[config.mk]
export PLATFORM = sky130hd
export DESIGN_NAME = mcl_ctrl
export DESIGN_NICKNAME = d
export VERILOG_FILES = /design/src/hw/rtl/mcl_pkg.sv /design/src/hw/rtl/mcl_ctrl.sv
export VERILOG_INCLUDE_DIRS = /design/src /design/src/hw/rtl
export SDC_FILE = /design/constraint.sdc
export NUM_CORES = 1
export LEC_CHECK = 0
export BUFFER_PORTS_ARGS = -buffer_cell sky130_fd_sc_hd__buf_4
export CAP_MARGIN = 20
export CELL_PAD_IN_SITES_DETAIL_PLACEMENT = 1
export CELL_PAD_IN_SITES_GLOBAL_PLACEMENT = 1
export CORE_MARGIN = 4
export CORE_UTILIZATION = 25
export DETAILED_ROUTE_END_ITERATION = 7
export PLACE_DENSITY_LB_ADDON = 0.1
export SLEW_MARGIN = 20
export SYNTH_ARGS = -nofsm -noshare
export SYNTH_HDL_FRONTEND = slang
export SYNTH_SLANG_ARGS = --single-unit
[constraint.sdc]
create_clock -name clk -period 1.67 [get_ports clk]
set_input_delay 0.0835 -clock clk [delete_from_list [all_inputs] [get_ports clk]]
set_output_delay 0.0835 -clock clk [all_outputs]
set_load 0.01 [all_outputs]
[src/hw/rtl/merge_collinear_line_runs_unit_assert.svh]
// ---------------------------------------------------------------------------
// merge_collinear_line_runs_unit assertion macros
// Concurrent assertion wrappers; they compile to nothing under SYNTHESIS.
// ---------------------------------------------------------------------------
`ifndef MERGE_COLLINEAR_LINE_RUNS_UNIT_ASSERT_SVH
`define MERGE_COLLINEAR_LINE_RUNS_UNIT_ASSERT_SVH
`ifndef SYNTHESIS
// property p must hold at every clock edge outside reset
`define MCL_ASSERT(lbl, clk, rst_n, p, msg) \
	lbl: assert property (@(posedge clk) disable iff (!rst_n) p) else $error(msg);
// expression e must never be true outside reset
`define MCL_NEVER(lbl, clk, rst_n, e, msg) \
	lbl: assert property (@(posedge clk) disable iff (!rst_n) !(e)) else $error(msg);
`else
`define MCL_ASSERT(lbl, clk, rst_n, p, msg)
`define MCL_NEVER(lbl, clk, rst_n, e, msg)
`endif
`endif

[src/hw/rtl/mcl_pkg.sv]
// ---------------------------------------------------------------------------
// mcl_pkg
// Widths, codes and controller/datapath interface types of the run merger.
// ---------------------------------------------------------------------------
package mcl_pkg;

	localparam int COORD_BITS  = 20;
	localparam int INT_BITS    = 8;
	localparam int DIFF_BITS   = COORD_BITS + 1;
	localparam int PROD_BITS   = 2 * DIFF_BITS + 1;
	localparam int TDATA_BITS  = ((4 * COORD_BITS + INT_BITS + 7) / 8) * 8;

	// wide multiplier: A of three limbs, B of two limbs, one limb pair a cycle
	localparam int LIMB        = 32;
	localparam int A_LIMBS     = 3;
	localparam int B_LIMBS     = 2;
	localparam int A_BITS      = A_LIMBS * LIMB;
	localparam int B_BITS      = B_LIMBS * LIMB;
	localparam int WIDE_BITS   = 128;
	localparam int LIMB_STEPS  = A_LIMBS * B_LIMBS;
	localparam int LIMB_BITS   = $clog2(LIMB_STEPS);

	localparam int NUM_STEPS   = 19;
	localparam int STEP_BITS   = $clog2(NUM_STEPS);
	localparam int NUM_JOBS    = 6;
	localparam int JOB_BITS    = $clog2(NUM_JOBS);
	localparam int NUM_ACC     = 11;
	localparam int ACC_BITS    = $clog2(NUM_ACC);

	localparam int GAP_BITS    = 19;
	localparam int COS_BITS    = 16;
	localparam int COS_SHIFT   = 14;
	localparam logic signed [COS_BITS-1:0] COS_RESET = 16'sd16384;

	localparam int CFG_IDX_BITS  = 3;
	localparam int CFG_DATA_BITS = 19;
	localparam logic [CFG_IDX_BITS-1:0] REG_BSTEP  = 3'd0;
	localparam logic [CFG_IDX_BITS-1:0] REG_ABSORB = 3'd1;
	localparam logic [CFG_IDX_BITS-1:0] REG_GAP    = 3'd2;
	localparam logic [CFG_IDX_BITS-1:0] REG_PERP   = 3'd3;
	localparam logic [CFG_IDX_BITS-1:0] REG_COS    = 3'd4;

	typedef struct packed {
		logic                 capture;
		logic                 prod_en;
		logic [STEP_BITS-1:0] step;
		logic                 wide_en;
		logic [JOB_BITS-1:0]  job;
		logic [LIMB_BITS-1:0] limb;
		logic                 decide;
		logic                 emit;
		logic                 emit_final;
		logic                 apply;
	} mcl_cmd_t;

	typedef struct packed {
		logic acc_valid;
		logic fin;
		logic merge_ok;
		logic out_free;
	} mcl_sts_t;

	function automatic logic signed [DIFF_BITS-1:0] sdiff(
		input logic signed [COORD_BITS-1:0] p,
		input logic signed [COORD_BITS-1:0] q
	);
		sdiff = DIFF_BITS'(p) - DIFF_BITS'(q);
	endfunction

	function automatic logic [PROD_BITS-1:0] mag(input logic signed [PROD_BITS-1:0] v);
		mag = v[PROD_BITS-1] ? PROD_BITS'(-v) : PROD_BITS'(v);
	endfunction

endpackage

[src/hw/rtl/mcl_ctrl.sv]
// ---------------------------------------------------------------------------
// mcl_ctrl
// Sequencer: capture, product steps, wide limb steps, decision, emit, update.
// ---------------------------------------------------------------------------
`include "merge_collinear_line_runs_unit_assert.svh"

module mcl_ctrl (
	input  logic              clk,
	input  logic              arst_n,
	input  logic              in_valid,
	output logic              in_ready,
	input  mcl_pkg::mcl_sts_t sts,
	output mcl_pkg::mcl_cmd_t cmd
);
	import mcl_pkg::*;

	localparam logic [2:0] ST_IDLE     = 3'd0;
	localparam logic [2:0] ST_PROD     = 3'd1;
	localparam logic [2:0] ST_WIDE     = 3'd2;
	localparam logic [2:0] ST_DECIDE   = 3'd3;
	localparam logic [2:0] ST_EMIT_OLD = 3'd4;
	localparam logic [2:0] ST_APPLY    = 3'd5;
	localparam logic [2:0] ST_EMIT_FIN = 3'd6;

	logic [2:0]           state_q, state_d;
	logic [STEP_BITS-1:0] step_q, step_d;
	logic [JOB_BITS-1:0]  job_q, job_d;
	logic [LIMB_BITS-1:0] limb_q, limb_d;

	always_comb begin
		state_d  = state_q;
		step_d   = step_q;
		job_d    = job_q;
		limb_d   = limb_q;
		cmd      = '0;
		cmd.step = step_q;
		cmd.job  = job_q;
		cmd.limb = limb_q;
		in_ready = 1'b0;
		unique case (state_q)
			ST_IDLE: begin
				in_ready = 1'b1;
				if (in_valid) begin
					cmd.capture = 1'b1;
					state_d = sts.acc_valid ? ST_PROD : ST_APPLY;
				end
			end
			ST_PROD: begin
				cmd.prod_en = 1'b1;
				if (step_q == STEP_BITS'(NUM_STEPS - 1)) begin
					step_d  = '0;
					state_d = ST_WIDE;
				end else begin
					step_d = step_q + 1'b1;
				end
			end
			ST_WIDE: begin
				cmd.wide_en = 1'b1;
				if (limb_q == LIMB_BITS'(LIMB_STEPS - 1)) begin
					limb_d = '0;
					if (job_q == JOB_BITS'(NUM_JOBS - 1)) begin
						job_d   = '0;
						state_d = ST_DECIDE;
					end else begin
						job_d = job_q + 1'b1;
					end
				end else begin
					limb_d = limb_q + 1'b1;
				end
			end
			ST_DECIDE: begin
				cmd.decide = 1'b1;
				state_d = ST_EMIT_OLD;
			end
			ST_EMIT_OLD: begin
				// a rejected segment pushes the held run out first
				if (sts.merge_ok) begin
					state_d = ST_APPLY;
				end else if (sts.out_free) begin
					cmd.emit = 1'b1;
					state_d = ST_APPLY;
				end
			end
			ST_APPLY: begin
				cmd.apply = 1'b1;
				state_d = sts.fin ? ST_EMIT_FIN : ST_IDLE;
			end
			ST_EMIT_FIN: begin
				if (sts.out_free) begin
					cmd.emit_final = 1'b1;
					state_d = ST_IDLE;
				end
			end
			default: state_d = ST_IDLE;
		endcase
	end

	always_ff @(posedge clk or negedge arst_n) begin
		if (!arst_n) begin
			state_q <= ST_IDLE;
			step_q  <= '0;
			job_q   <= '0;
			limb_q  <= '0;
		end else begin
			state_q <= state_d;
			step_q  <= step_d;
			job_q   <= job_d;
			limb_q  <= limb_d;
		end
	end

	`MCL_ASSERT(a_decide_after_wide, clk, arst_n, (state_q == ST_DECIDE) |-> ($past(state_q) == ST_WIDE), "decide entered before wide products finished")
	`MCL_ASSERT(a_prod_needs_run, clk, arst_n, (state_q == ST_PROD) |-> sts.acc_valid, "merge test running with no held run")
	`MCL_ASSERT(a_flush_on_last, clk, arst_n, (state_q == ST_EMIT_FIN) |-> sts.fin, "flush without a last segment")
	`MCL_NEVER(a_no_overrun, clk, arst_n, (cmd.emit || cmd.emit_final) && !sts.out_free, "output word overwritten")

endmodule

* Yosys cells after proc, flatten, opt, wreduce, memory -nomap -nowiden
Cells that the tools add are included.
** Cells by class
- Add/sub/neg operators :: 3
- Multiplexer cells :: 24
- Equal/unequal tests :: 15
- Reductions and logical operators :: 3
** Operator list (number)
- $mux 3 :: 11
- $pmux 3 s7 :: 1
- $eq 3x3->1 const B :: 5
- $mux 1 :: 11
- $ne 2x2->1 const B :: 5
- $add 3x1->3 const B :: 2
- $eq 3x2->1 const B :: 2
- $reduce_and 6->1 :: 1
- $add 5x1->5 const B :: 1
- $eq 5x5->1 const B :: 1
- $mux 5 :: 1
- $eq 3x1->1 const B :: 1
- $logic_not 3->1 :: 1
- $ne 3x3->1 const B :: 1
- $reduce_and 2->1 :: 1
** Word-level totals
- Logic and storage cells :: 49
- Output and inout bits :: 19
- Register bits after elaboration :: 14
- Input port bits :: 7

* Depth between registers and ports, before layout
Gate-level depths: netlist (run 1).
- Depth after elaboration :: 4
- Mapped depth :: 5

* Worst setup path after synthesis (run 1)
No wires, ideal clock.
- Path type :: reg2reg
- Start :: register step_q[0]
- End :: register step_q[2]
- Arrival :: 1.281 ns
- Required time :: 1.542 ns
- Stages on the path, launching flop included :: 6
- Clock period less this slack :: 1.409 ns
- Setup slack :: 0.261 ns
- Path buffers :: 0
- Path through :: dfrtp_1 -> inv_1 -> ha_1 -> nor4bb_1 -> nor2_1 -> mux2_1
** On the way
- Cells in the longest elaborated chain, start to end :: 2
** RTL lines
- start: declaration :: RTL line mcl_ctrl.sv:26 : logic [STEP_BITS-1:0] step_q, step_d;
- start signal: assignment :: RTL line mcl_ctrl.sv:106 : step_q <= step_d;
- $add 5x1->5 or $eq 5x5->1 (tied branches) :: RTL line mcl_ctrl.sv:54, mcl_ctrl.sv:50
- $mux 5 * :: RTL line mcl_ctrl.sv:50 : if (step_q == STEP_BITS'(NUM_STEPS - 1)) begin
Every way passes the cells marked *; elsewhere a longest branch is shown, timed or not.
A chain may end at the register's enable or synchronous reset.

==> results_dict.tcl, run 1 <==
set metrics [dict create \
    status "finished clean" \
    ir_drop_uv 447 \
    cap_violations 0 \
    syn_to_final_growth_pct 37.1 \
    grt_pass1_wl_um 3390 \
    grt_pass1_vias 712 \
    syn_avg_cell_area_um2 10.3 \
    cts_buffers 3 \
    fill_cells 378 \
    synth_area_um2 806 \
    crit_type "flip-flop to primary output" \
    rr_worst_depth 3 \
    drv_slew 0 \
    place_ws_ns 0.137 \
    yosys.area_share.xor_xnor 0.0326 \
    synthMuxAreaShare 0.0807 \
    initial_core_util 0.262 \
    fmax_mhz 670 \
    totalWireLength_um 1940 \
    clockBufferDepth 2 \
    async_reset_ff_frac 1.00 \
    cts_sinks 14 \
    wl_per_cell_um 12.8 \
    clk_latency_ns 0.28 \
    hpwl_um 1490 \
    layout-drive-gt1-share 0.352 \
    multi_input_area_um2 429 \
    yosysTopAreaCell "dfrtp_1" \
    post_cts_buffers 0 \
    cellPowerDensity_nw_per_um2 1670 \
    synth_area_leaders "dfrtp_1, mux2_1, nor2b_1" \
    worstSetupEndpointType "primary output" \
    overflow 0 \
    yosysTopAreaCellShare 0.435 \
    antenna_found_initial 0 \
    synth-compound-area-share 0.113 \
    skew_ns 0.00715 \
    worst_pin_slew_ns 0.343 \
    postLayoutSetupSlackWorst_ns 0.178 \
    synth_edf_count 0 \
    synth_adder_area_share 0.0311 \
    final-seq-area_um2 352 \
    ys_seq_area_frac 0.435 \
    track_usage 0.105 \
    tns_ns 0 \
    synthDistinctLibCells 38 \
    r2r_end "job_q[1]" \
    finalSetupViolCount 0 \
    synth_cells 78 \
    dp_cells 148 \
    cp.required_ns 1.59 \
    synth_top_family_by_area "simple AND/OR/NAND/NOR gates" \
    slew_headroom 0.768 \
    vias 709 \
    port_buffers 25 \
    critPathLaunchType "flip-flop" \
    htreeDepth 1 \
    min_path_type "input port to flip-flop" \
    rows 20 \
    post-route-drc-count 0 \
    dpl-instance-area_um2 1060 \
    grt_max_degree 15 \
    die_w_um 64.8 \
    nets 119 \
    fin_area_um2 1100 \
    drt_iter0_drc 14 \
    place_congestion 0.683 \
    instances_no_fill 152 \
    rr_startpoint "state_q[2]" \
    die_area_um2 4200 \
    io_pins 26 \
    cp.arrival_ns 1.41 \
    cts_tree "yes" \
    ys.flop_type "dfrtp_1" \
    die_h_um 64.8 \
    cts.clk_slew.worst_paths_ns 0.08 \
    synthesis.nets 87 \
    antenna_cells 0 \
    r2r_setup_slack_ns 0.22 \
    rsz0062_at_grt "no" \
    crit_path_start "state_q[2]" \
    synth_common_cells "dfrtp_1, nor2_1, nor2b_1" \
    clock-root-buffer "clkbuf_4" \
    drt-vias-per-instance 4.66 \
    layout_worst_path_cycle_share 0.894 \
    ys_ff_latch 14 \
    drt_pass1_iterations 4 \
    ant_nets 0 \
    core_um2 3080 \
    yosysMostFrequentCell "dfrtp_1" \
    cp_max_fo 9 \
    period_minus_slack_ns 1.49 \
    yosys_warnings 0 \
    synthSimpleGateAreaFrac 0.267 \
    cp-endpoint "cmd[2]" \
    p_leak_nw 0.516 \
    hold_viol_final 0 \
]
kinds of logic (layout without fill, tap and decap cells):
| group | after synthesis | after routing |
|---|---|---|
| simple gates | 32 | 32 |
| flops | 14 | 14 |
| compound gates | 13 | 13 |
| buf+inv | 8 | 38 |
| mux | 6 | 6 |
| xor+xnor | 3 | 3 |
| fa+ha+maj | 2 | 2 |
stage by stage:
step / hold slack (ns) / utilization / total power [mW]
after floorplan: -0.212 / - / 1.22
after global placement: -0.0511 / 0.346 / 1.66
after detailed placement: -0.0511 / 0.346 / 1.69
after CTS: 0.0865 / 0.357 / 1.89
after global routing: 0.0948 / 0.359 / 2.03
final: 0.0993 / 0.359 / 1.85
state kept, by name (all words and copies together) (netlist names):
| register | flops |
|---|---|
| state_q | 3 |
| step_q | 5 |
| job_q | 3 |
| limb_q | 3 |
repair_timing:
item / in CTS / in global routing
endpoints found under the setup margin: 0 / 2
resized for setup: 0 / 2
endpoints found under the hold margin: 14 / 0
hold buffers: 1 / 0
routing by layer:
| metal | vias up | global-route usage | part of all wire |
|---|---|---|---|
| li1 | 343 | - | - |
| met1 | 349 | 0.128 | 0.46 |
| met2 | 15 | 0.171 | 0.48 |
| met3 | 2 | 0.0208 | 0.037 |
| met4 | 0 | 0.0633 | 0.015 |
| met5 | - | 0 | 0 |
worst max-delay path: stages, from the launching register on:
cell,delay (ns)
dfrtp_2,0.41
buf_4,0.17
nor2b_1,0.18
nand2_1,0.08
nor3_1,0.14
buf_4,0.15
final cells by class:
class | instances | share of cell area
Sequential cell | 14 | 0.318
Tap cell | 44 | 0.0498
Clock buffer | 3 | 0.0204
Timing Repair Buffer | 30 | 0.206
Inverter | 5 | 0.0170
Multi-Input combinational cell | 56 | 0.388
layout by cell type, fill, tap and decap left out, types with 2 or more instances in the layout:
cell type and n:
nand3b_1 2, nor2_1 6, dfrtp_1 13, buf_4 29
nor3_1 3, nor2b_1 5, a21oi_1 2, ha_1 2
mux2i_1 2, and3_1 2, inv_1 4, xnor2_1 3
mux2_1 4, clkbuf_4 3, nand2_1 3
report_power, final:
group	total [mW]	internal, mW	leakage [nW]	switching [mW]
Combinational	0.993	0.527	0.324	0.466
Sequential	0.667	0.479	0.178	0.188
Clock	0.189	0.0835	0.0138	0.106
how the worst min path moves through the flow:
stage,startpoint,end,slack [ns],cells past startpoint
2_1_floorplan,arst_n,job_q[0],-0.21,0
3_3_place_gp,arst_n,job_q[0],-0.05,1
3_5_place_dp,arst_n,job_q[2],-0.05,1
4_1_cts,sts[3],state_q[2],0.09,4
5_1_grt,sts[3],state_q[2],0.09,4
6_report,sts[3],state_q[2],0.1,4
No activity file was read; power rests on OpenSTA's default activity.
==> inputs of run 2 (changes only) <==
Settings changed: PLACE_DENSITY set to 0.54, PLACE_DENSITY_LB_ADDON 0.1 to not set.
==> results_dict.tcl, run 2 (synthesized netlist as in run 1, its figures left out) <==
set metrics [dict create \
    final_cell_mix "buf_4, dfrtp_1, nor2_1" \
    rsz0062_at_grt "no" \
    hold_viol_final 0 \
    status "finished clean" \
    clockBufferDepth 2 \
    cp-endpoint "job_q[2]" \
    core_um2 3080 \
    r2r_setup_slack_ns 0.11 \
    overflow 0 \
    rr_startpoint "state_q[2]" \
    crit_type "flip-flop to flip-flop" \
    port_buffers 25 \
    p_leak_nw 0.527 \
    fmax_mhz 639 \
    instances_no_fill 154 \
    clock-root-buffer "clkbuf_4" \
    min_path_type "input port to flip-flop" \
    die_area_um2 4200 \
    path_cells "buf_4, or3b_4, nor2_4, mux2_1" \
    cellPowerDensity_nw_per_um2 1700 \
    dp_cells 148 \
    track_usage 0.110 \
    power.share.sequential 0.348 \
    largest_reg_flops 5 \
    crit_path_start "state_q[2]" \
    cp.depth 4 \
    grt_pass1_vias 786 \
    ant_nets 0 \
    hpwl_um 1550 \
    slowest_delay_ns 0.43 \
    clk_latency_ns 0.28 \
    cts_sinks 14 \
    antenna_found_initial 0 \
    post-route-drc-count 0 \
    io_pins 26 \
    syn_to_final_growth_pct 38.0 \
    cap_violations 0 \
    critPathLaunchType "flip-flop" \
    swShare 0.411 \
    power_frac_comb 0.549 \
    critPathBufInv 1 \
    grt_pass1_wl_um 3570 \
    cp.required_ns 1.84 \
    cts_resized 0 \
    drv_slew 0 \
    power.switching_uw 777 \
    die_w_um 64.8 \
    p_int_mw 1.11 \
    finalPower_mw 1.89 \
    drt_iter0_drc 23 \
    slew_headroom 0.700 \
    slowest_stage "dfrtp_1" \
    layout-drive-gt1-share 0.345 \
    drt_pass1_iterations 2 \
    place_congestion 0.729 \
    rr_worst_depth 4 \
    wl_per_cell_um 13.2 \
    tns_ns 0 \
    cp.arrival_ns 1.73 \
    antenna_cells 0 \
    worst_hold_slack_ns 0.0913 \
    cts_buffers 3 \
    worst_pin_slew_ns 0.444 \
    layout_worst_path_cycle_share 0.936 \
    period_minus_slack_ns 1.56 \
    rows 20 \
    vias 717 \
    finalSetupViolCount 0 \
    htreeDepth 1 \
    ir_drop_uv 597 \
    worstSetupEndpointType "flip-flop" \
    skew_ns 0.00322 \
    cts.clk_slew.worst_paths_ns 0.09 \
    nets 121 \
    die_h_um 64.8 \
    crit_family "simple AND/OR/NAND/NOR gates" \
    p_clk_frac 0.103 \
    final_common_cell "buf_4" \
    drt-vias-per-instance 4.66 \
    totalWireLength_um 2040 \
    cts_tree "yes" \
    cp_max_fo 3 \
    top_register "step_q" \
    grt_max_degree 15 \
    r2r_end "job_q[2]" \
    initial_core_util 0.262 \
]
==> run 2: cell type report <==
type / count / area [um^2]
Sequential cell: 14 / 350
Multi-Input combinational cell: 56 / 423
Inverter: 5 / 18.8
Timing Repair Buffer: 32 / 243
Clock buffer: 3 / 22.5
Fill cell: 378 / 1970
Tap cell: 44 / 55.1
==> run 2: worst reg2reg max path: stages, from the launching register on <==
cell     delay [ns]
dfrtp_1        0.43
buf_4          0.15
or3b_4         0.42
nor2_4         0.13
mux2_1         0.33
==> run 2: timing repair <==
action / CTS / global route
endpoints found under the setup margin: 0 / 1
endpoints found under the hold margin: 14 / 0
hold buffers: 1 / 0
setup buffers: 0 / 2
==> run 2: worst min path at each step <==
| stage | endpoint | slack [ns] | startpoint | cells after the start |
|---|---|---|---|---|
| 6_report | state_q[0] | 0.09 | sts[1] | 3 |
| 5_1_grt | state_q[0] | 0.07 | sts[1] | 3 |
| 4_1_cts | state_q[0] | 0.08 | sts[1] | 3 |
| 3_5_place_dp | limb_q[2] | -0.05 | arst_n | 1 |
| 3_3_place_gp | limb_q[2] | -0.05 | arst_n | 1 |
| 2_1_floorplan | job_q[0] | -0.21 | arst_n | 0 |
==> run 2: power by group through the flow <==
stage | clock network, mW | registers [mW] | logic, mW
6_report | 0.194 | 0.658 | 1.04
2_1_floorplan | 0 | 0.675 | 0.541
4_1_cts | 0.208 | 0.671 | 1.02
3_3_place_gp | 0 | 0.668 | 0.992
5_1_grt | 0.221 | 0.695 | 1.16
3_5_place_dp | 0 | 0.677 | 1.01
==> run 2: metal layers <==
layer | up-vias | wire length [um] | track usage | share of wire
li1 | 346 | - | - | -
met1 | 350 | 927 | 0.137 | 0.45
met2 | 19 | 1000 | 0.176 | 0.49
met3 | 2 | 83 | 0.0208 | 0.041
met4 | 0 | 27 | 0.0633 | 0.013
met5 | - | 0 | 0 | 0
==> run 2: through the flow <==
step           instance area (um^2)   util  worst slack (ns)
6_report                       1110  0.361             0.106
3_3_place_gp                   1060  0.346             0.207
4_1_cts                        1100  0.357            0.0625
5_1_grt                        1110  0.361           0.00435
2_1_floorplan                   806      -             0.261
3_5_place_dp                   1060  0.346             0.147
==> inputs of run 3 (changes only) <==
Settings changed: CORE_UTILIZATION 25 to 36, PLACE_DENSITY 0.54 to 0.74.
==> results_dict.tcl, run 3 (synthesized netlist as in run 1, its figures left out) <==
set metrics [dict create \
    status "finished clean" \
    hpwl_um 1460 \
    cts.clk_slew.worst_paths_ns 0.09 \
    antenna_cells 0 \
    instances_no_fill 136 \
    drt_pass1_iterations 3 \
    postLayoutSetupSlackWorst_ns 0.124 \
    totalWireLength_um 1850 \
    final_cell_mix "buf_4, dfrtp_1, nor2_1" \
    power_frac_comb 0.524 \
    finalSetupViolCount 0 \
    slew_headroom 0.748 \
    final_common_cell "buf_4" \
    rows 16 \
    p_clk_frac 0.130 \
    antenna_found_initial 0 \
    p_leak_nw 0.524 \
    nets 119 \
    grt_pass1_wl_um 3280 \
    drt-vias-per-instance 5.28 \
    hold_viol_final 0 \
    initial_core_util 0.395 \
    dpl-instance-area_um2 1040 \
    place_ws_ns 0.0893 \
    critPathBufInv 2 \
    min_path_type "input port to flip-flop" \
    clock-root-buffer "clkbuf_4" \
    post-route-drc-count 0 \
    syn_to_final_growth_pct 36.0 \
    fin_area_um2 1100 \
    cp.arrival_ns 1.46 \
    cp_max_fo 9 \
    ir_drop_uv 743 \
    port_buffers 25 \
    htreeDepth 1 \
    die_h_um 55.3 \
    die_area_um2 3060 \
    path_cells "buf_4, nor2b_1, nand2_1, nor3_1, buf_4" \
    cp.required_ns 1.59 \
    cts_sinks 14 \
    clockBufferDepth 2 \
    core_um2 2040 \
    worstSetupEndpointType "primary output" \
    cap_violations 0 \
    largest_reg_flops 5 \
    clk_latency_ns 0.28 \
    dp_cells 131 \
    layout-drive-gt1-share 0.349 \
    power.switching_uw 764 \
    crit_family "flip-flops" \
    crit_type "flip-flop to primary output" \
    place_congestion 0.747 \
    top_register "step_q" \
    post_cts_buffers 0 \
    ant_nets 0 \
    finalPower_mw 1.90 \
    overflow 0 \
    grt_max_degree 15 \
    cts_buffers 3 \
    power.share.sequential 0.346 \
    layout_worst_path_cycle_share 0.926 \
    fmax_mhz 647 \
    period_minus_slack_ns 1.55 \
    grt_pass1_vias 741 \
    worst_pin_slew_ns 0.372 \
    swShare 0.402 \
    track_usage 0.132 \
    die_w_um 55.3 \
    rsz0062_at_grt "no" \
    drv_slew 0 \
    vias 718 \
    io_pins 26 \
    tns_ns 0 \
    crit_path_frequent_cell "buf_4" \
    cellPowerDensity_nw_per_um2 1730 \
    skew_ns 0.00244 \
    slowest_stage "dfrtp_1" \
    p_int_mw 1.14 \
    wl_per_cell_um 13.6 \
    cts_tree "yes" \
    drt_iter0_drc 4 \
    critPathLaunchType "flip-flop" \
    slowest_delay_ns 0.43 \
]
-- run 3: cell count changes in the layout (fill, tap and decap cells not counted) --
cell	change
nor4bb_1	-1
nor4bb_2	+1
buf_4	-2
clkbuf_8	+1
-- run 3: power groups by stage --
stage                     registers, mW  clock network (mW)  logic [mW]
after CTS                         0.661               0.257        1.01
after global placement            0.654                   0       0.987
after floorplan                   0.675                   0       0.541
final                             0.658               0.247       0.997
after global routing              0.692               0.280        1.10
after detailed placement          0.668                   0        1.01
-- run 3: final timing paths --
check                           cells after the start         end  slack [ns]       start
worst min-delay path                                3  state_q[0]        0.07      sts[1]
max in group asynchronous                           2    job_q[1]        1.32      arst_n
min in group asynchronous                           2   limb_q[2]        0.18      arst_n
worst min register to register                      1    job_q[0]        0.51    job_q[0]
worst max-delay path                                5      cmd[2]        0.12  state_q[2]
worst max register to register                      5   step_q[2]        0.18   step_q[0]
-- run 3: repair_timing --
action / in CTS / in global routing
hold buffers: 1 / 0
resized for setup: 0 / 1
endpoints found under the hold margin: 14 / 0
endpoints found under the setup margin: 0 / 4
-- run 3: per-layer routing --
metal / track usage / routed length, um / vias up
li1: - / - / 345
met1: 0.155 / 815 / 346
met2: 0.225 / 920 / 23
met3: 0.0233 / 84 / 4
met4: 0.0729 / 29 / 0
met5: 0 / 0 / -
-- run 3: per-stage QoR --
stage | util | hold WS, ns
finish | 0.537 | 0.0749
global route | 0.537 | 0.0726
CTS | 0.534 | 0.0696
detailed placement | 0.511 | -0.0491
global placement | 0.511 | -0.0541
floorplan | - | -0.212
-- run 3: layout make-up --
cell class | count | area, um^2
Clock buffer | 4 | 36.3
Fill cell | 244 | 946
Inverter | 5 | 18.8
Multi-Input combinational cell | 56 | 429
Sequential cell | 14 | 350
Tap cell | 27 | 33.8
Timing Repair Buffer | 30 | 228
-- run 3: worst reg2reg max path: stages (launching register included) --
cell      delay (ns)
dfrtp_1         0.42
inv_1           0.10
ha_1            0.16
nor4bb_2        0.33
nor2_1          0.07
mux2_1          0.29
